===== src/rtl/core/telemetry_frame_decoder_defines.svh =====
// assertion macros shared by the telemetry frame decoder modules
`ifndef TELEMETRY_FRAME_DECODER_DEFINES_SVH
`define TELEMETRY_FRAME_DECODER_DEFINES_SVH

// expression must hold at every clock edge outside reset
`define TFD_ASSERT(label, expr, msg) \
    label: assert property (@(posedge aclk) disable iff (!aresetn) (expr)) \
        else $error(msg);

// consequent must hold in the cycle after the antecedent
`define TFD_ASSERT_NEXT(label, ante, cons, msg) \
    label: assert property (@(posedge aclk) disable iff (!aresetn) (ante) |=> (cons)) \
        else $error(msg);

`endif


===== src/rtl/core/tfd_pkg.sv =====
// types and constants of the telemetry frame decoder
`default_nettype none
package tfd_pkg;

    localparam int PAYLOAD_LEN   = 24;
    localparam int PAYLOAD_BITS  = PAYLOAD_LEN * 8;
    localparam int FIELD_COUNT   = 14;
    localparam int QUEUE_DEPTH   = 2;
    localparam int IN_TDATA_W    = 8;
    localparam int OUT_TDATA_W   = 40;
    localparam int VALUE_W       = 31;
    localparam int CFG_ADDR_W    = 2;
    localparam int CFG_DATA_W    = 8;

    // register indexes
    localparam logic [CFG_ADDR_W-1:0] REG_SYNC_FIRST  = 2'd0;
    localparam logic [CFG_ADDR_W-1:0] REG_SYNC_SECOND = 2'd1;
    localparam logic [CFG_ADDR_W-1:0] REG_SERIAL_HIGH = 2'd2;
    localparam logic [CFG_ADDR_W-1:0] REG_SERIAL_LOW  = 2'd3;

    localparam logic [7:0] SYNC_FIRST_RST  = 8'd165;
    localparam logic [7:0] SYNC_SECOND_RST = 8'd90;
    localparam logic [7:0] SERIAL_HIGH_RST = 8'd4;
    localparam logic [7:0] SERIAL_LOW_RST  = 8'd119;

    typedef logic [PAYLOAD_BITS-1:0] payload_t;
    typedef logic [3:0]              field_id_t;
    typedef logic [VALUE_W-1:0]      field_value_t;

    // frame request handed from the parser to the queue
    typedef struct packed {
        logic     valid;
        payload_t payload;
    } frame_req_t;

    // queue status seen by the parser
    typedef struct packed {
        logic full;
        logic empty;
    } queue_status_t;

endpackage
`default_nettype wire


===== src/rtl/core/tfd_front.sv =====
// frame parser: header match, payload capture and checksum test
`default_nettype none
`include "telemetry_frame_decoder_defines.svh"
module tfd_front
    import tfd_pkg::*;
(
    input  wire logic                  aclk,
    input  wire logic                  aresetn,
    input  wire logic                  cfg_wr_en,
    input  wire logic [CFG_ADDR_W-1:0] cfg_addr,
    input  wire logic [CFG_DATA_W-1:0] cfg_wdata,
    input  wire logic                  s_tvalid,
    output logic                       s_tready,
    input  wire logic [IN_TDATA_W-1:0] s_tdata,
    input  wire queue_status_t         q_status,
    output frame_req_t                 push_req
);

    localparam logic [2:0] PH_HUNT   = 3'd0;
    localparam logic [2:0] PH_SYNC2  = 3'd1;
    localparam logic [2:0] PH_SER_HI = 3'd2;
    localparam logic [2:0] PH_SER_LO = 3'd3;
    localparam logic [2:0] PH_TYPE   = 3'd4;
    localparam logic [2:0] PH_SIZE   = 3'd5;
    localparam logic [2:0] PH_BODY   = 3'd6;

    localparam logic [4:0] CNT_CHECK_HI = 5'(PAYLOAD_LEN);
    localparam logic [4:0] CNT_CHECK_LO = 5'(PAYLOAD_LEN + 1);

    logic [7:0] sync_first_reg, sync_second_reg, serial_high_reg, serial_low_reg;
    logic [2:0] phase_reg, phase_next;
    logic [4:0] count_reg, count_next;
    logic [7:0] sum_lo_reg, sum_lo_next;
    logic [7:0] sum_hi_reg, sum_hi_next;
    payload_t   shift_reg, shift_next;
    logic [7:0] check_hi_reg, check_hi_next;

    logic       accept;
    logic       at_check_lo;
    logic [7:0] b;
    logic [7:0] add_lo, add_hi;
    logic [7:0] want_hi, want_lo;
    logic       match;

    assign b           = s_tdata;
    assign at_check_lo = (phase_reg == PH_BODY) && (count_reg == CNT_CHECK_LO);
    // only the final check byte can produce a request
    assign s_tready    = !(at_check_lo && q_status.full);
    assign accept      = s_tvalid && s_tready;

    assign add_lo  = sum_lo_reg + b;
    assign add_hi  = sum_hi_reg + add_lo;
    assign want_hi = sum_lo_reg - sum_hi_reg;
    assign want_lo = sum_hi_reg - {sum_lo_reg[6:0], 1'b0};
    assign match   = (want_hi == check_hi_reg) && (want_lo == b);

    always_comb begin
        phase_next    = phase_reg;
        count_next    = count_reg;
        sum_lo_next   = sum_lo_reg;
        sum_hi_next   = sum_hi_reg;
        shift_next    = shift_reg;
        check_hi_next = check_hi_reg;
        push_req.valid   = 1'b0;
        push_req.payload = shift_reg;
        if (accept) begin
            unique case (phase_reg)
                PH_SYNC2: begin
                    if (b == sync_second_reg) begin
                        sum_lo_next = add_lo;
                        sum_hi_next = add_hi;
                        phase_next  = PH_SER_HI;
                    end else begin
                        phase_next = PH_HUNT;
                    end
                end
                PH_SER_HI: begin
                    if (b == serial_high_reg) begin
                        sum_lo_next = add_lo;
                        sum_hi_next = add_hi;
                        phase_next  = PH_SER_LO;
                    end else begin
                        phase_next = PH_HUNT;
                    end
                end
                PH_SER_LO: begin
                    if (b == serial_low_reg) begin
                        sum_lo_next = add_lo;
                        sum_hi_next = add_hi;
                        phase_next  = PH_TYPE;
                    end else begin
                        phase_next = PH_HUNT;
                    end
                end
                PH_TYPE, PH_SIZE: begin
                    sum_lo_next = add_lo;
                    sum_hi_next = add_hi;
                    phase_next  = phase_reg + 3'd1;
                    count_next  = '0;
                end
                PH_BODY: begin
                    if (count_reg < CNT_CHECK_HI) begin
                        // newest byte enters at the low end
                        shift_next  = {shift_reg[PAYLOAD_BITS-9:0], b};
                        sum_lo_next = add_lo;
                        sum_hi_next = add_hi;
                        count_next  = count_reg + 5'd1;
                    end else if (count_reg == CNT_CHECK_HI) begin
                        check_hi_next = b;
                        count_next    = count_reg + 5'd1;
                    end else begin
                        push_req.valid = match;
                        phase_next     = PH_HUNT;
                        count_next     = '0;
                    end
                end
                default: begin
                    // hunting, also for the unused phase code
                    count_next = '0;
                    if (b == sync_first_reg) begin
                        sum_lo_next = b;
                        sum_hi_next = b;
                        phase_next  = PH_SYNC2;
                    end else begin
                        sum_lo_next = '0;
                        sum_hi_next = '0;
                        phase_next  = PH_HUNT;
                    end
                end
            endcase
        end
    end

    always_ff @(posedge aclk) begin
        if (!aresetn) begin
            phase_reg       <= PH_HUNT;
            count_reg       <= '0;
            sum_lo_reg      <= '0;
            sum_hi_reg      <= '0;
            sync_first_reg  <= SYNC_FIRST_RST;
            sync_second_reg <= SYNC_SECOND_RST;
            serial_high_reg <= SERIAL_HIGH_RST;
            serial_low_reg  <= SERIAL_LOW_RST;
        end else begin
            phase_reg  <= phase_next;
            count_reg  <= count_next;
            sum_lo_reg <= sum_lo_next;
            sum_hi_reg <= sum_hi_next;
            if (cfg_wr_en) begin
                unique case (cfg_addr)
                    REG_SYNC_FIRST:  sync_first_reg  <= cfg_wdata;
                    REG_SYNC_SECOND: sync_second_reg <= cfg_wdata;
                    REG_SERIAL_HIGH: serial_high_reg <= cfg_wdata;
                    REG_SERIAL_LOW:  serial_low_reg  <= cfg_wdata;
                endcase
            end
        end
    end

    always_ff @(posedge aclk) begin
        shift_reg    <= shift_next;
        check_hi_reg <= check_hi_next;
    end

    `TFD_ASSERT(a_ready_only_drops_on_check, s_tready || at_check_lo,
        "input stalled outside the final check byte")

endmodule
`default_nettype wire


===== src/rtl/core/tfd_queue.sv =====
// short frame queue between the parser and the result sequencer
`default_nettype none
`include "telemetry_frame_decoder_defines.svh"
module tfd_queue
    import tfd_pkg::*;
#(
    parameter int DEPTH = QUEUE_DEPTH
) (
    input  wire logic       aclk,
    input  wire logic       aresetn,
    input  wire frame_req_t push_req,
    input  wire logic       pop,
    output queue_status_t   status,
    output payload_t        head
);

    localparam int PTR_W = (DEPTH > 1) ? $clog2(DEPTH) : 1;
    localparam int CNT_W = $clog2(DEPTH + 1);

    payload_t   entry_reg [DEPTH];
    logic [PTR_W-1:0] wr_ptr_reg, rd_ptr_reg;
    logic [CNT_W-1:0] count_reg;
    logic       push;

    assign push         = push_req.valid;
    assign status.full  = (count_reg == CNT_W'(DEPTH));
    assign status.empty = (count_reg == '0);
    assign head         = entry_reg[rd_ptr_reg];

    always_ff @(posedge aclk) begin
        if (!aresetn) begin
            wr_ptr_reg <= '0;
            rd_ptr_reg <= '0;
            count_reg  <= '0;
        end else begin
            if (push) begin
                wr_ptr_reg <= (wr_ptr_reg == PTR_W'(DEPTH - 1)) ? '0 : wr_ptr_reg + 1'b1;
            end
            if (pop) begin
                rd_ptr_reg <= (rd_ptr_reg == PTR_W'(DEPTH - 1)) ? '0 : rd_ptr_reg + 1'b1;
            end
            if (push && !pop) begin
                count_reg <= count_reg + 1'b1;
            end else if (pop && !push) begin
                count_reg <= count_reg - 1'b1;
            end
        end
    end

    always_ff @(posedge aclk) begin
        if (push) begin
            entry_reg[wr_ptr_reg] <= push_req.payload;
        end
    end

    `TFD_ASSERT(a_no_push_when_full, !(push && status.full), "frame pushed into a full queue")
    `TFD_ASSERT(a_no_pop_when_empty, !(pop && status.empty), "frame popped from an empty queue")
    `TFD_ASSERT(a_count_in_range, count_reg <= CNT_W'(DEPTH), "queue count beyond depth")

endmodule
`default_nettype wire


===== src/rtl/core/tfd_back.sv =====
// result sequencer: scales the 14 telemetry fields of a queued frame
`default_nettype none
`include "telemetry_frame_decoder_defines.svh"
module tfd_back
    import tfd_pkg::*;
(
    input  wire logic                   aclk,
    input  wire logic                   aresetn,
    input  wire queue_status_t          q_status,
    input  wire payload_t               head,
    output logic                        pop,
    output logic                        m_tvalid,
    input  wire logic                   m_tready,
    output logic [OUT_TDATA_W-1:0]      m_tdata,
    output logic                        m_tlast
);

    localparam field_id_t LAST_ID = 4'(FIELD_COUNT - 1);

    function automatic logic [7:0] pbyte(payload_t p, int k);
        return p[(PAYLOAD_LEN - 1 - k) * 8 +: 8];
    endfunction

    function automatic field_value_t scale(payload_t p, field_id_t id);
        logic [15:0]  pct_t;
        logic [15:0]  pct_q;
        logic [31:0]  fuel;
        logic [23:0]  etime;
        logic [7:0]   air;
        field_value_t v;
        // floor(n/255) as ((n+1) + ((n+1)>>8)) >> 8 for the small range used here
        pct_t = 16'(pbyte(p, 0)) * 16'd100 + 16'd1;
        pct_q = (pct_t + (pct_t >> 8)) >> 8;
        fuel  = {pbyte(p, 14), pbyte(p, 15), pbyte(p, 16), pbyte(p, 17)};
        etime = {pbyte(p, 18), pbyte(p, 19), pbyte(p, 20)};
        air   = pbyte(p, 11);
        unique case (id)
            4'd0:  v = VALUE_W'(pct_q);
            4'd1:  v = VALUE_W'(pbyte(p, 1)) * VALUE_W'(50);
            4'd2:  v = VALUE_W'(pbyte(p, 2) >> 4);
            4'd3:  v = VALUE_W'({pbyte(p, 2) & 8'h0F, pbyte(p, 3)});
            4'd4:  v = VALUE_W'({pbyte(p, 4), pbyte(p, 5)}) * VALUE_W'(50);
            4'd5:  v = VALUE_W'(pbyte(p, 6)) - VALUE_W'(10);
            4'd6:  v = VALUE_W'(pbyte(p, 7));
            4'd7:  v = VALUE_W'({pbyte(p, 8), pbyte(p, 9), 1'b0});
            4'd8:  v = VALUE_W'(pbyte(p, 10));
            4'd9:  v = {{(VALUE_W - 8){air[7]}}, air};
            4'd10: v = VALUE_W'({pbyte(p, 12), pbyte(p, 13)}) * VALUE_W'(20);
            // fuel used saturates at the largest 30-bit value
            4'd11: v = (fuel[31:30] != 2'b00) ? VALUE_W'(32'h3FFF_FFFF) : fuel[VALUE_W-1:0];
            4'd12: v = VALUE_W'(etime) * VALUE_W'(60);
            4'd13: v = VALUE_W'(pbyte(p, 21));
            default: v = '0;
        endcase
        return v;
    endfunction

    field_id_t    cnt_reg;
    logic         valid_reg;
    field_id_t    id_reg;
    field_value_t value_reg;
    logic         last_reg;
    logic         load;

    assign load = !q_status.empty && (!valid_reg || m_tready);
    assign pop  = load && (cnt_reg == LAST_ID);

    always_ff @(posedge aclk) begin
        if (!aresetn) begin
            cnt_reg   <= '0;
            valid_reg <= 1'b0;
        end else begin
            if (load) begin
                valid_reg <= 1'b1;
                cnt_reg   <= (cnt_reg == LAST_ID) ? '0 : cnt_reg + 4'd1;
            end else if (m_tready) begin
                valid_reg <= 1'b0;
            end
        end
    end

    always_ff @(posedge aclk) begin
        if (load) begin
            id_reg    <= cnt_reg;
            value_reg <= scale(head, cnt_reg);
            last_reg  <= (cnt_reg == LAST_ID);
        end
    end

    assign m_tvalid = valid_reg;
    assign m_tdata  = {(OUT_TDATA_W - VALUE_W - 4)'(0), value_reg, id_reg};
    assign m_tlast  = last_reg;

    `TFD_ASSERT(a_last_on_final_field, !(valid_reg && last_reg) || (id_reg == LAST_ID),
        "last flag on a field other than the final one")

endmodule
`default_nettype wire


===== src/rtl/core/telemetry_frame_decoder.sv =====
// Telemetry frame decoder top level.
// Bytes arrive on the s_ stream (s_tdata[7:0] = rx_byte), one per request.
// The parser hunts for two sync bytes and two serial bytes (set through the
// cfg_ write port), skips type and size, takes 24 payload bytes and checks
// the 16-bit big-endian Fletcher-style check word that follows.
// A good frame produces 14 results on the m_ stream: m_tdata[3:0] field id,
// m_tdata[34:4] scaled value, m_tlast on field 13.
// Throughput: one byte per cycle in and one result per cycle out, barring stalls.
// With an empty queue the first result passes from the taken check byte through
// the queue write, which lands on the accepting edge, and the output register
// load on the next; the rest follow each cycle while m_tready is high.
// The frame queue holds QUEUE_DEPTH_P frames; s_tready drops only on the
// final check byte while the queue is full, which a stalled receiver can cause.
// A stalled receiver holds the current result on m_tdata; the parser keeps
// taking bytes until the queue fills.
// Reset loads the register defaults, starts the hunt and empties the queue.
`default_nettype none
`include "telemetry_frame_decoder_defines.svh"
module telemetry_frame_decoder
    import tfd_pkg::*;
#(
    parameter int QUEUE_DEPTH_P = QUEUE_DEPTH
) (
    input  wire logic                   aclk,
    input  wire logic                   aresetn,
    input  wire logic                   cfg_wr_en,
    input  wire logic [CFG_ADDR_W-1:0]  cfg_addr,
    input  wire logic [CFG_DATA_W-1:0]  cfg_wdata,
    input  wire logic                   s_tvalid,
    output logic                        s_tready,
    input  wire logic [IN_TDATA_W-1:0]  s_tdata,   // [7:0] rx_byte
    output logic                        m_tvalid,
    input  wire logic                   m_tready,
    output logic [OUT_TDATA_W-1:0]      m_tdata,   // [3:0] field_id, [34:4] field_value
    output logic                        m_tlast
);

    frame_req_t    push_req;
    queue_status_t q_status;
    payload_t      head;
    logic          pop;

    tfd_front u_front (
        .aclk      (aclk),
        .aresetn   (aresetn),
        .cfg_wr_en (cfg_wr_en),
        .cfg_addr  (cfg_addr),
        .cfg_wdata (cfg_wdata),
        .s_tvalid  (s_tvalid),
        .s_tready  (s_tready),
        .s_tdata   (s_tdata),
        .q_status  (q_status),
        .push_req  (push_req)
    );

    tfd_queue #(
        .DEPTH (QUEUE_DEPTH_P)
    ) u_queue (
        .aclk     (aclk),
        .aresetn  (aresetn),
        .push_req (push_req),
        .pop      (pop),
        .status   (q_status),
        .head     (head)
    );

    tfd_back u_back (
        .aclk     (aclk),
        .aresetn  (aresetn),
        .q_status (q_status),
        .head     (head),
        .pop      (pop),
        .m_tvalid (m_tvalid),
        .m_tready (m_tready),
        .m_tdata  (m_tdata),
        .m_tlast  (m_tlast)
    );

endmodule
`default_nettype wire

===== config.mk =====
export PLATFORM = sky130hd
export DESIGN_NAME = telemetry_frame_decoder
export DESIGN_NICKNAME = d
export VERILOG_FILES = /design/src/rtl/core/tfd_pkg.sv /design/src/rtl/core/tfd_front.sv /design/src/rtl/core/tfd_queue.sv /design/src/rtl/core/tfd_back.sv /design/src/rtl/core/telemetry_frame_decoder.sv
export VERILOG_INCLUDE_DIRS = /design/src /design/src/rtl/core
export SDC_FILE = /design/constraint.sdc
export NUM_CORES = 1
export LEC_CHECK = 0
export BUFFER_PORTS_ARGS = -buffer_cell sky130_fd_sc_hd__buf_2
export CELL_PAD_IN_SITES_DETAIL_PLACEMENT = 0
export CELL_PAD_IN_SITES_GLOBAL_PLACEMENT = 1
export CORE_MARGIN = 3
export CORE_UTILIZATION = 25
export CTS_CLUSTER_SIZE = 16
export DETAILED_ROUTE_END_ITERATION = 12
export PLACE_DENSITY_LB_ADDON = 0.1
export SLEW_MARGIN = 20
export SYNTH_ARGS = -nofsm -noshare
export SYNTH_HDL_FRONTEND = slang
export SYNTH_SLANG_ARGS = --single-unit
export TNS_END_PERCENT = 20

===== constraint.sdc =====
create_clock -name aclk -period 8.7 [get_ports aclk]
set_input_delay 1.74 -clock aclk [delete_from_list [all_inputs] [get_ports aclk]]
set_output_delay 1.74 -clock aclk [all_outputs]
set_load 0.005 [all_outputs]

==> insert_results.sql, run 1 <==
INSERT INTO impl_metrics (metric_group, metric, value, unit) VALUES
('status', 'outcome', 'finished clean', ''),
('worst_setup_path', 'setup.worst_path.start_class', 'flip-flop', ''),
('route', 'wl', '89900', 'µm'),
('clocking', 'tritoncts', 'done', ''),
('clocking', 'postCtsSetupRepairBufs', '0', ''),
('route', 'via_per_inst', '4.51', ''),
('die', 'die_height', '363', 'µm'),
('timing', 'fin_skew', '0.0333', 'ns'),
('route', 'drc', '0', ''),
('layout', 'combined_area_of_the_multi_input_logic_cells', '0.0119', 'mm²'),
('synth', 'avgSynthCellArea', '13.6', 'µm²'),
('synth', 'ys_top_cells_by_area', 'sky130_fd_sc_hd__edfxtp_1 (55%), sky130_fd_sc_hd__ha_1 (8.1%), sky130_fd_sc_hd__fa_1 (4.2%)', ''),
('layout', 'num-nets-final', '2728', ''),
('placement', 'placedInstanceArea', '0.0342', 'mm²'),
('global_route', 'grt.overflow.total', '0', ''),
('timing', 'timing.final.setup_violations', '0', ''),
('timing', 'final-max-slew-violation-count', '0', ''),
('clocking', 'worst_skew_pair.late_latency', '0.65', 'ns'),
('synth', 'synth_seq_cells', '654', ''),
('placement', 'half_perimeter_wire_length_of_the_detailed_placement_result', '63800', 'µm'),
('global_route', 'grtUsageMet1', '18.7', '%'),
('power_and_ir_drop', 'cellPowerDensity', '188', 'mW/mm²'),
('global_route', 'maximum_number_of_pins_on_one_net_before_global_route_repair', '111', ''),
('clocking', 'post_cts_resize_count', '0', ''),
('placement', 'globalplace.congestion', '0.772', ''),
('worst_setup_path', 'worst_setup_path_end_kind', 'flip-flop', ''),
('placement', 'buffer_ports.inserted', '60', ''),
('route', 'drtIter0Drc', '1203', ''),
('synth', 'ys_top_cells_by_count', 'sky130_fd_sc_hd__edfxtp_1 (588), sky130_fd_sc_hd__ha_1 (207), sky130_fd_sc_hd__inv_1 (162)', ''),
('layout', 'postLayoutCellArea', '0.0368', 'mm²'),
('power_and_ir_drop', 'static-leakage-power', '0.0130', 'µW'),
('synth', 'syn_inst', '2336', ''),
('route', 'via_count', '18700', ''),
('power_and_ir_drop', 'power.switching_fraction', '21.3', '%'),
('timing', 'layout_worst_path_cycle_share', '68.6', '%'),
('synth', 'async_flop_share', '0', '%'),
('power_and_ir_drop', 'irDropWorstVdd', '119', 'µV'),
('synth', 'yosysWarnings', '0', ''),
('clocking', 'cts-buffers-inserted', '81', ''),
('route', 'drt.antenna.violating_nets', '0', ''),
('timing', 'clock.fmax', '168', 'MHz'),
('synth', 'synth-edff-count', '588', ''),
('die', 'die_area', '0.132', 'mm²'),
('global_route', 'grt_use_met3', '2.01', '%'),
('global_route', 'grt_util_all_layers', '13.6', '%'),
('worst_setup_path', 'worst-endpoint-required', '9.07', 'ns'),
('timing', 'timing.final.hold_violations', '0', ''),
('die', 'core_region_area', '0.126', 'mm²'),
('worst_setup_path', 'worstPathMaxFanout', '39', ''),
('worst_setup_path', 'peak_per_stage_delay_on_the_critical_path', '0.81', 'ns'),
('worst_setup_path', 'path_cells', 'mux2_2 > ha_1 > ha_1 > inv_1 > fa_1 > inv_1 > ha_1 > nand3_1 > o2111ai_1 > xnor2_1 > inv_1 > ha_1 > a211oi_1 > nand2_1 > mux2_2 > and2_1 > maj3_1 > and4_1 > o21ai_0 > nand4_1', ''),
('clocking', 'cts-root-buf', 'sky130_fd_sc_hd__clkbuf_16', ''),
('hold_path', 'hold_class', 'reg2reg', ''),
('worst_setup_path', 'crit_slowest_cell', 'sky130_fd_sc_hd__dfxtp_4', ''),
('timing', 'worst_pin_slew', '1.08', 'ns'),
('clocking', 'htree_levels', '3', ''),
('worst_setup_path', 'critPathKind', 'reg2reg', ''),
('synth', 'seq_area_frac_synth', '59.6', '%'),
('power_and_ir_drop', 'seq_power_share', '49.2', '%'),
('power_and_ir_drop', 'cell_internal_pwr', '5430', 'µW'),
('power_and_ir_drop', 'switchingPower', '1470', 'µW'),
('timing', 'rsz_0062_raised_after_global_routing', 'no', ''),
('flow_run', 'max_cap_violations', '0', ''),
('timing', 'min_period', '5.96', 'ns'),
('die', 'fp-row-count', '130', ''),
('synth', 'synthDominantCellAreaShare', '55.4', '%'),
('timing', 'finalHoldWorstSlack', '0.414', 'ns'),
('global_route', 'antenna_found_initial', '8', ''),
('clocking', 'clock_path_buffers', '3', ''),
('layout', 'syn2layout_area_growth', '15.5', '%'),
('route', 'detailedRoute.firstPassIterationCount', '5', '');
cell families (layout without fill, tap and decap cells):
family / after synthesis / count (layout) / share of synthesized area (%)
other: 1 / 6 / 0.0118
xor gates and xnor gates: 144 / 144 / 4.05
DFF: 654 / 654 / 59.6
muxes: 162 / 162 / 5.34
buffers and inverters: 243 / 396 / 3.14
adders and majority gates: 276 / 276 / 12.4
and+or+nand+nor: 432 / 432 / 6.56
AOI/OAI and AO/OA: 424 / 424 / 8.90
critical path, delay by kind of cell, from the launching register on:
family,cells,cell delay (ns)
AO/OA/AOI/OAI,3,0.73
AND/OR/NAND/NOR,5,0.70
multiplexers,2,0.74
flip-flops,1,0.81
adder cells (fa/ha/maj),6,2.16
buffers and inverters,3,0.24
XOR/XNOR,1,0.31
power groups by stage:
stage          clock network, µW  registers (µW)  logic (µW)
2_1_floorplan                  0            3460         149
3_3_place_gp                   0            3460         194
3_5_place_dp                   0            3460         194
4_1_cts                     3440            3400         196
5_1_grt                     3570            3390         219
6_report                    3320            3400         192
per-stage QoR:
step	utilization (%)	setup WS, ns	std cells
2_1_floorplan	-	0.814	2340
3_3_place_gp	27.1	2.64	3998
3_5_place_dp	27.1	2.63	3998
4_1_cts	29.2	2.59	4143
5_1_grt	29.2	2.30	4143
6_report	29.2	2.74	4144
worst paths after layout:
| check | startpoint | end | slack (ns) | cells after the start |
|---|---|---|---|---|
| min reg2reg | u_front.shift_reg[13] | u_front.shift_reg[21] | 0.41 | 0 |
| max reg2reg | flip-flop | u_back.value_reg[0] | 2.74 | 20 |
| max | flip-flop | u_back.value_reg[0] | 2.74 | 20 |
| min | u_front.shift_reg[13] | u_front.shift_reg[21] | 0.41 | 0 |
cell type report:
class / count / share of cell area, %
flip-flops and latches: 654 / 51.6
multi-input cells: 1443 / 32.5
clock buffers: 104 / 6.06
well taps: 1650 / 5.61
inverters: 164 / 1.69
repair buffers: 87 / 1.50
clock inverters: 41 / 1.07
diodes: 1 / 0.00680
layout by cell type (no fill, tap or decap), types with 14 or more instances in the layout:
cell                        instances
sky130_fd_sc_hd__mux2i_1          110
sky130_fd_sc_hd__o21ai_0           75
sky130_fd_sc_hd__nor2_1           129
sky130_fd_sc_hd__a21oi_1          117
sky130_fd_sc_hd__clkbuf_1          16
sky130_fd_sc_hd__nand3_1           36
sky130_fd_sc_hd__ha_1             207
sky130_fd_sc_hd__a31oi_1           14
sky130_fd_sc_hd__xnor2_1           77
sky130_fd_sc_hd__dfxtp_1           65
sky130_fd_sc_hd__nor3_1            34
sky130_fd_sc_hd__buf_2             60
sky130_fd_sc_hd__clkbuf_16         85
sky130_fd_sc_hd__edfxtp_1         588
sky130_fd_sc_hd__o22ai_1           19
sky130_fd_sc_hd__nor2b_1           14
sky130_fd_sc_hd__xor2_1            64
sky130_fd_sc_hd__a211oi_1          20
sky130_fd_sc_hd__buf_4             23
sky130_fd_sc_hd__nand2_1          113
sky130_fd_sc_hd__fa_1              67
sky130_fd_sc_hd__a21o_1            23
sky130_fd_sc_hd__a22oi_1           26
sky130_fd_sc_hd__inv_1            161
sky130_fd_sc_hd__mux2_2            50
sky130_fd_sc_hd__nand2b_1          19
per-layer routing:
layer  vias up  wire [µm]
met5         -          0
met4         0       2130
met3        96       3060
met2       300      41800
met1      9365      42900
li1       8917          -
(Power assumes the default switching activity.)
==> run 2: changes to the inputs <==
==> constraint.sdc (replaced) <==
create_clock -name aclk -period 5.4 [get_ports aclk]
set_input_delay 1.08 -clock aclk [delete_from_list [all_inputs] [get_ports aclk]]
set_output_delay 1.08 -clock aclk [all_outputs]
set_load 0.005 [all_outputs]
==> run 2 against run 1 <==
Against the previous run:
- sequential share of layout area shrank 0.67 points
- highest routed layer is now met5
- via count increased by 0.74%
- total power increased by 62%
- register-to-register slack got worse by 2.5 ns
- first-iteration DRC count grew 3.2%
- maximum frequency up 15%
- critical path depth is 1 lower
==> insert_results.sql, run 2 (same netlist as run 1, synthesis figures left out) <==
INSERT INTO impl_metrics (metric_group, metric, value, unit) VALUES
('worst_setup_path', 'worst-endpoint-required', '5.76', 'ns'),
('worst_setup_path', 'ff2ff_setup_slack', '0.22', 'ns'),
('hold_path', 'holdPathStages', '0', ''),
('global_route', 'grt_first_pass_wirelength', '132000', 'µm'),
('clocking', 'cts.hold.buffers_added', '0', ''),
('power_and_ir_drop', 'power.clock.fraction', '48.2', '%'),
('route', 'via_count', '18800', ''),
('status', 'outcome', 'finished clean', ''),
('worst_setup_path', 'peak_per_stage_delay_on_the_critical_path', '0.52', 'ns'),
('layout', 'layout.cells.most_common_list', 'sky130_fd_sc_hd__edfxtp_1 (588), sky130_fd_sc_hd__ha_1 (204), sky130_fd_sc_hd__inv_1 (161), sky130_fd_sc_hd__nor2_1 (128), sky130_fd_sc_hd__a21oi_1 (117)', ''),
('layout', 'fillers', '12600', ''),
('global_route', 'antenna_found_initial', '9', ''),
('clocking', 'clock_path_buffers', '3', ''),
('timing', 'clock.fmax', '193', 'MHz'),
('route', 'via_per_inst', '4.49', ''),
('hold_path', 'hold_class', 'reg2reg', ''),
('power_and_ir_drop', 'cell_internal_pwr', '8770', 'µW'),
('route', 'detailedRoute.firstPassIterationCount', '5', ''),
('layout', 'drive_above_1_share', '13.9', '%'),
('die', 'ioPinCount', '66', ''),
('timing', 'timing.final.setup_violations', '0', ''),
('worst_setup_path', 'worst_setup_path_end_kind', 'flip-flop', ''),
('placement', 'dp_slack', '-0.0828', 'ns'),
('global_route', 'number_of_global_route_vias_before_repair', '19600', ''),
('timing', 'min_period', '5.18', 'ns'),
('global_route', 'maximum_number_of_pins_on_one_net_before_global_route_repair', '76', ''),
('global_route', 'grt_util_all_layers', '13.5', '%'),
('timing', 'setup_ws', '0.216', 'ns'),
('power_and_ir_drop', 'seq_power_share', '49.0', '%'),
('clocking', 'htree_levels', '3', ''),
('placement', 'buffer_ports.inserted', '60', ''),
('route', 'drt.antenna.violating_nets', '0', ''),
('route', 'wl', '89100', 'µm'),
('power_and_ir_drop', 'combPwrFrac', '2.8', '%'),
('layout', 'postLayoutCellArea', '0.0373', 'mm²'),
('worst_setup_path', 'crit_slowest_cell', 'sky130_fd_sc_hd__fa_1', ''),
('power_and_ir_drop', 'irDropWorstVdd', '211', 'µV'),
('timing', 'timing.setup.tns', '0', 'ns'),
('worst_setup_path', 'worst_r2r_endpoint', 'u_back.value_reg[0]', ''),
('die', 'die_height', '363', 'µm'),
('hold_path', 'hold-path-endpoint', 'u_front.shift_reg[8]', ''),
('placement', 'globalplace.congestion', '0.762', ''),
('layout', 'syn2layout_area_growth', '17.0', '%'),
('die', 'initial_util', '25.3', '%'),
('layout', 'diode_count', '0', ''),
('worst_setup_path', 'worst_path_most_repeated_cell', 'sky130_fd_sc_hd__ha_1', ''),
('worst_setup_path', 'setup.worst_path.start_class', 'flip-flop', ''),
('timing', 'timing.final.hold_violations', '0', ''),
('timing', 'slew_headroom', '37.7', '%'),
('timing', 'final-max-slew-violation-count', '0', ''),
('worst_setup_path', 'path_cells', 'mux2_2 > ha_1 > ha_1 > fa_1 > ha_2 > a21oi_1 > nor2b_1 > a31o_2 > nor2_1 > xnor2_2 > ha_1 > a211oi_2 > nand2b_1 > mux2_2 > and2_1 > maj3_1 > and4_1 > o21ai_0 > nand4_1', ''),
('worst_setup_path', 'cp.buffers_inverters', '0', ''),
('power_and_ir_drop', 'static-leakage-power', '0.0133', 'µW'),
('timing', 'rsz_0062_raised_after_global_routing', 'yes', ''),
('timing', 'layout_worst_path_cycle_share', '96.0', '%'),
('worst_setup_path', 'worst_r2r_path_depth', '19', ''),
('worst_setup_path', 'critPathKind', 'reg2reg', ''),
('die', 'fp.dieW', '363', 'µm'),
('timing', 'fin_skew', '0.0348', 'ns'),
('route', 'route.detailed.wl_per_inst', '21.3', 'µm'),
('layout', 'max_reg_flops', '352', ''),
('layout', 'most_common_cell_after_layout_fill_and_taps_aside', 'sky130_fd_sc_hd__edfxtp_1', ''),
('die', 'fp-row-count', '130', ''),
('die', 'die_area', '0.132', 'mm²'),
('worst_setup_path', 'cpLargestDelayFamily', 'adder cells', ''),
('route', 'drtIter0Drc', '1241', ''),
('clocking', 'clkTransAtPathRegs', '0.06', 'ns'),
('clocking', 'clock-sinks', '654', ''),
('timing', 'worst_pin_slew', '0.935', 'ns'),
('power_and_ir_drop', 'power.switching_fraction', '21.5', '%'),
('worst_setup_path', 'worstPathMaxFanout', '7', ''),
('power_and_ir_drop', 'cellPowerDensity', '300', 'mW/mm²'),
('power_and_ir_drop', 'switchingPower', '2400', 'µW'),
('layout', 'num-nets-final', '2771', ''),
('clocking', 'cts-root-buf', 'sky130_fd_sc_hd__clkbuf_16', ''),
('flow_run', 'max_cap_violations', '0', ''),
('global_route', 'grt.overflow.total', '0', ''),
('placement', 'placedInstanceArea', '0.0345', 'mm²'),
('route', 'drc', '0', ''),
('clocking', 'worst_skew_pair.late_latency', '0.66', 'ns'),
('clocking', 'tritoncts', 'done', ''),
('hold_path', 'min_delay_src', 'u_front.shift_reg[0]', ''),
('worst_setup_path', 'arrival', '5.55', 'ns'),
('die', 'core_region_area', '0.126', 'mm²'),
('clocking', 'cts-buffers-inserted', '82', ''),
('placement', 'half_perimeter_wire_length_of_the_detailed_placement_result', '64600', 'µm');
==> run 2: cell types whose count changed in the layout (fill, tap and decap cells not counted), sizes merged <==
cell      delta
clkinv      +12
clkinvlp     -3
inv          +2
buf         +42
diode        -1
bufinv       +3
clkbuf      -11
==> run 2: worst max-delay path by stage <==
stage	endpoint	slack, ns	cells after the start
6_report	u_back.value_reg[0]	0.22	19
4_1_cts	u_back.value_reg[15]	0.007	17
3_3_place_gp	u_back.value_reg[19]	-0.05	15
3_5_place_dp	u_back.value_reg[19]	-0.08	15
5_1_grt	u_back.value_reg[0]	-0.07	18
2_1_floorplan	u_queue.entry_reg[0][100]	-1.12	8
==> run 2: area by class of cell <==
class | instances | area, µm² | area share [%]
multi-input cells | 1443 | 12000 | 32.2
inverters | 164 | 623 | 1.67
flip-flops and latches | 654 | 19000 | 50.9
clock inverters | 55 | 546 | 1.46
clock buffers | 93 | 2090 | 5.62
well taps | 1650 | 2060 | 5.54
repair buffers | 129 | 955 | 2.56
==> run 2: through the flow <==
step           hold slack [ns]  std cells  total power (µW)  utilization [%]
2_1_floorplan            0.400       2340              5810                -
3_3_place_gp             0.402       4039              5890             27.4
3_5_place_dp             0.405       4039              5890             27.4
4_1_cts                  0.400       4187             11400             29.5
5_1_grt                  0.404       4188             11600             29.6
6_report                 0.412       4188             11200             29.6
==> run 2: worst register-to-register path: stages, from the launching register on <==
cell,delay [ns]
sky130_fd_sc_hd__dfxtp_4,0.40
sky130_fd_sc_hd__mux2_2,0.38
sky130_fd_sc_hd__ha_1,0.31
sky130_fd_sc_hd__ha_1,0.32
sky130_fd_sc_hd__fa_1,0.52
sky130_fd_sc_hd__ha_2,0.31
sky130_fd_sc_hd__a21oi_1,0.15
sky130_fd_sc_hd__nor2b_1,0.07
sky130_fd_sc_hd__a31o_2,0.27
sky130_fd_sc_hd__nor2_1,0.16
sky130_fd_sc_hd__xnor2_2,0.16
sky130_fd_sc_hd__ha_1,0.25
sky130_fd_sc_hd__a211oi_2,0.24
sky130_fd_sc_hd__nand2b_1,0.09
sky130_fd_sc_hd__mux2_2,0.29
sky130_fd_sc_hd__and2_1,0.15
sky130_fd_sc_hd__maj3_1,0.36
sky130_fd_sc_hd__and4_1,0.20
sky130_fd_sc_hd__o21ai_0,0.19
sky130_fd_sc_hd__nand4_1,0.11
==> run 2: metal layers <==
layer | vias up | routed length [µm] | part of all wire (%) | global-route usage (%)
li1 | 8992 | - | - | -
met1 | 9385 | 42900 | 48 | 18.9
met2 | 339 | 41300 | 46 | 21.8
met3 | 99 | 3150 | 3.5 | 1.90
met4 | 2 | 1780 | 2.0 | 3.72
met5 | - | 13 | 0.015 | 0
==> run 2: repair_timing <==
item                       in CTS  in global routing
setup endpoints to repair       2                 12
buffers inserted                0                  1
gates resized for setup         2                 15
hold endpoints to repair        0                  0
pin swaps                       0                  3
==> run 2: power groups by stage <==
stage                     registers, µW  clock network, µW  logic [µW]
after floorplan                    5570                  0         240
after global placement             5580                  0         312
after detailed placement           5580                  0         314
after CTS                          5470               5590         316
after global routing               5470               5800         353
final                              5470               5390         310
==> run 3: changes to the inputs <==
--- a/config.mk
+++ b/config.mk
@@ -6,6 +6,7 @@
 export SDC_FILE = /design/constraint.sdc
 export NUM_CORES = 1
 export LEC_CHECK = 0
+export ABC_AREA = 1
 export BUFFER_PORTS_ARGS = -buffer_cell sky130_fd_sc_hd__buf_2
 export CELL_PAD_IN_SITES_DETAIL_PLACEMENT = 0
 export CELL_PAD_IN_SITES_GLOBAL_PLACEMENT = 1
==> constraint.sdc (replaced) <==
create_clock -name aclk -period 5 [get_ports aclk]
set_input_delay 1 -clock aclk [delete_from_list [all_inputs] [get_ports aclk]]
set_output_delay 1 -clock aclk [all_outputs]
set_load 0.005 [all_outputs]
==> run 3 against run 2 <==
Against the previous run:
- design area grew 1.9%
- synthesized cell count rose by 29%
- clock power rose by 3.9%
- sequential power increased by 8.0%
- wire length rose by 11%
- combinational power increased by 39%
- die area grew 3.1%
- critical path type unchanged
- critical endpoint is now u_back.value_reg[17]
==> insert_results.sql, run 3 <==
INSERT INTO impl_metrics (metric_group, metric, value, unit) VALUES
('status', 'outcome', 'finished clean', ''),
('timing', 'rsz_0062_raised_after_global_routing', 'no', ''),
('route', 'via_count', '21600', ''),
('clocking', 'cts-buffers-inserted', '80', ''),
('synth', 'syn_inst', '3019', ''),
('flow_run', 'max_cap_violations', '0', ''),
('layout', 'drive_above_1_share', '10.2', '%'),
('timing', 'min_period', '4.68', 'ns'),
('worst_setup_path', 'worstPathMaxFanout', '42', ''),
('global_route', 'maximum_number_of_pins_on_one_net_before_global_route_repair', '103', ''),
('placement', 'globalplace.congestion', '0.800', ''),
('clocking', 'worst_skew_pair.late_latency', '0.64', 'ns'),
('power_and_ir_drop', 'static-leakage-power', '0.0150', 'µW'),
('clocking', 'htree_levels', '3', ''),
('global_route', 'antenna_found_initial', '6', ''),
('worst_setup_path', 'peak_per_stage_delay_on_the_critical_path', '0.66', 'ns'),
('die', 'core_region_area', '0.130', 'mm²'),
('die', 'ioPinCount', '66', ''),
('power_and_ir_drop', 'irDropWorstVdd', '207', 'µV'),
('global_route', 'grt_util_all_layers', '14.5', '%'),
('clocking', 'clkTransAtPathRegs', '0.06', 'ns'),
('layout', 'syn2layout_area_growth', '15.5', '%'),
('die', 'die_height', '369', 'µm'),
('timing', 'fin_skew', '0.0233', 'ns'),
('route', 'drt.antenna.violating_nets', '0', ''),
('route', 'drtIter0Drc', '1321', ''),
('hold_path', 'min_delay_src', 'u_front.shift_reg[14]', ''),
('global_route', 'grt_first_pass_wirelength', '147000', 'µm'),
('route', 'route.detailed.wl_per_inst', '20.0', 'µm'),
('worst_setup_path', 'setup.worst_path.start_class', 'flip-flop', ''),
('die', 'initial_util', '25.3', '%'),
('timing', 'worst_pin_slew', '0.846', 'ns'),
('die', 'fp.dieW', '369', 'µm'),
('synth', 'synthDominantCellAreaShare', '53.7', '%'),
('clocking', 'tritoncts', 'done', ''),
('clocking', 'post_cts_resize_count', '0', ''),
('placement', 'buffer_ports.inserted', '60', ''),
('clocking', 'clock_path_buffers', '3', ''),
('worst_setup_path', 'path_cells', 'buf_12 > o21ai_0 > inv_1 > ha_1 > ha_1 > inv_1 > fa_1 > inv_1 > ha_1 > nand2_1 > nand2_1 > nand2_1 > nand2_1 > a21o_1 > a21oi_1 > or2_2 > nand3_1 > o21a_1 > nand3_1', ''),
('worst_setup_path', 'worst_r2r_path_depth', '19', ''),
('route', 'wl', '98900', 'µm'),
('timing', 'finalHoldWorstSlack', '0.410', 'ns'),
('layout', 'num-nets-final', '3436', ''),
('clocking', 'clock-sinks', '654', ''),
('die', 'fp-row-count', '132', ''),
('synth', 'synthMostInstantiatedCell', 'sky130_fd_sc_hd__nand2_1', ''),
('synth', 'ys_dominant_reg_cell', 'sky130_fd_sc_hd__edfxtp_1', ''),
('synth', 'ys_types', '70', ''),
('worst_setup_path', 'worst-endpoint-required', '5.35', 'ns'),
('layout', 'layout.cells.most_common_list', 'sky130_fd_sc_hd__nand2_1 (685), sky130_fd_sc_hd__edfxtp_1 (588), sky130_fd_sc_hd__inv_1 (306), sky130_fd_sc_hd__a21oi_1 (211), sky130_fd_sc_hd__ha_1 (207)', ''),
('layout', 'max_reg_flops', '352', ''),
('timing', 'timing.final.setup_violations', '0', ''),
('synth', 'ys_top_cells_by_area', 'sky130_fd_sc_hd__edfxtp_1 (54%), sky130_fd_sc_hd__ha_1 (7.9%), sky130_fd_sc_hd__nand2_1 (7.8%)', ''),
('synth', 'ys_top_cells_by_count', 'sky130_fd_sc_hd__nand2_1 (685), sky130_fd_sc_hd__edfxtp_1 (588), sky130_fd_sc_hd__inv_1 (306)', ''),
('synth', 'synthesis.area', '0.0329', 'mm²'),
('worst_setup_path', 'crit_slowest_cell', 'sky130_fd_sc_hd__o21ai_0', ''),
('clocking', 'cts.hold.buffers_added', '0', ''),
('worst_setup_path', 'ff2ff_setup_slack', '0.32', 'ns'),
('timing', 'timing.final.hold_violations', '0', ''),
('route', 'detailedRoute.firstPassIterationCount', '6', ''),
('die', 'die_area', '0.136', 'mm²'),
('worst_setup_path', 'critPathKind', 'reg2reg', ''),
('route', 'drc', '0', ''),
('synth', 'async_flop_share', '0', '%'),
('route', 'via_per_inst', '4.38', ''),
('worst_setup_path', 'worst_path_most_repeated_cell', 'sky130_fd_sc_hd__nand2_1', ''),
('synth', 'yosysTopAreaCell', 'sky130_fd_sc_hd__edfxtp_1', ''),
('worst_setup_path', 'worst_setup_path_end_kind', 'flip-flop', ''),
('synth', 'synth_seq_cells', '654', ''),
('synth', 'yosysWarnings', '0', ''),
('timing', 'slew_headroom', '43.1', '%'),
('timing', 'layout_worst_path_cycle_share', '93.7', '%'),
('global_route', 'grt.overflow.total', '0', ''),
('worst_setup_path', 'arrival', '5.03', 'ns'),
('timing', 'final-max-slew-violation-count', '0', ''),
('placement', 'half_perimeter_wire_length_of_the_detailed_placement_result', '72800', 'µm'),
('clocking', 'postCtsSetupRepairBufs', '0', ''),
('layout', 'diode_count', '0', ''),
('layout', 'final_cells', '4943', ''),
('timing', 'clock.fmax', '214', 'MHz'),
('placement', 'placedCellCount', '4799', ''),
('power_and_ir_drop', 'cellPowerDensity', '315', 'mW/mm²'),
('hold_path', 'hold_class', 'reg2reg', ''),
('worst_setup_path', 'crit_path_end', 'u_back.value_reg[17]', ''),
('timing', 'timing.setup.tns', '0', 'ns'),
('worst_setup_path', 'worst_r2r_endpoint', 'u_back.value_reg[17]', ''),
('layout', 'most_common_cell_after_layout_fill_and_taps_aside', 'sky130_fd_sc_hd__nand2_1', ''),
('synth', 'seq_area_frac_synth', '57.7', '%'),
('synth', 'avgSynthCellArea', '10.9', 'µm²'),
('global_route', 'number_of_global_route_vias_before_repair', '22000', ''),
('synth', 'synth-edff-count', '588', ''),
('clocking', 'cts-root-buf', 'sky130_fd_sc_hd__clkbuf_16', '');
## run 3: cell types whose count changed in the layout (fill, tap and decap cells not counted), moves of 39 or more
cell	change
sky130_fd_sc_hd__nand3_1	+103
sky130_fd_sc_hd__mux2i_1	-98
sky130_fd_sc_hd__a21oi_1	+94
sky130_fd_sc_hd__nand2_1	+572
sky130_fd_sc_hd__xor2_1	-39
sky130_fd_sc_hd__o21ai_0	+63
sky130_fd_sc_hd__inv_1	+145
sky130_fd_sc_hd__mux2_2	-48
sky130_fd_sc_hd__nor2_1	+42
## run 3: worst min-delay path by stage
stage | end | slack (ns) | cells after the start
2_1_floorplan | u_front.shift_reg[10] | 0.40 | 0
3_3_place_gp | u_front.shift_reg[15] | 0.40 | 0
3_5_place_dp | u_front.shift_reg[12] | 0.40 | 0
4_1_cts | u_front.shift_reg[12] | 0.42 | 0
5_1_grt | u_front.shift_reg[8] | 0.43 | 0
6_report | u_front.shift_reg[22] | 0.41 | 0
## run 3: per-layer routing
metal	vias up	global-route usage, %	share of wire [%]
met5	-	0	0
met4	0	2.92	1.7
met3	97	1.91	3.3
met2	392	23.9	47
met1	10500	20.3	48
li1	10600	-	-
## run 3: final cells by class
type / instances / area, µm²
fillers: 13500 / 92000
flip-flops and latches: 654 / 19000
multi-input cells: 1979 / 12300
well taps: 1742 / 2180
clock buffers: 96 / 2060
inverters: 318 / 1200
repair buffers: 106 / 771
clock inverters: 48 / 449
## run 3: logic make-up (layout without fill, tap and decap cells)
kind of cell    after synthesis  in the layout  share of synthesized area (%)
simple gates               1183           1183                           15.7
mux                          14             14                          0.457
xor+xnor                     66             66                           1.82
fa+ha+maj                   274            274                           12.0
buf+inv                     390            568                           4.93
flops                       654            654                           57.7
compound gates              437            437                           7.33
other cells                   1              5                         0.0114
## run 3: power by group
group	switching, µW	internal (µW)	total (µW)
Sequential	23.0	5890	5910
Combinational	268	164	432
Clock	2330	3260	5600
## run 3: worst max-delay path: cells and delay by family, from the launching register on
kind | cells | cell delay [ns]
buffers and inverters | 4 | 0.48
adders and majority gates | 4 | 1.42
DFF | 1 | 0.37
AOI/OAI and AO/OA | 4 | 1.15
and+or+nand+nor | 7 | 0.92
## run 3: through the flow
step,utilization (%),power [µW],cell area (µm²),worst slack (ns)
after floorplan,-,6350,32900,-1.07
after global placement,27.3,6460,35500,0.290
after detailed placement,27.3,6470,35500,0.271
after CTS,29.2,12200,38000,0.236
after global routing,29.2,12400,38000,0.0786
final,29.2,11900,38000,0.317
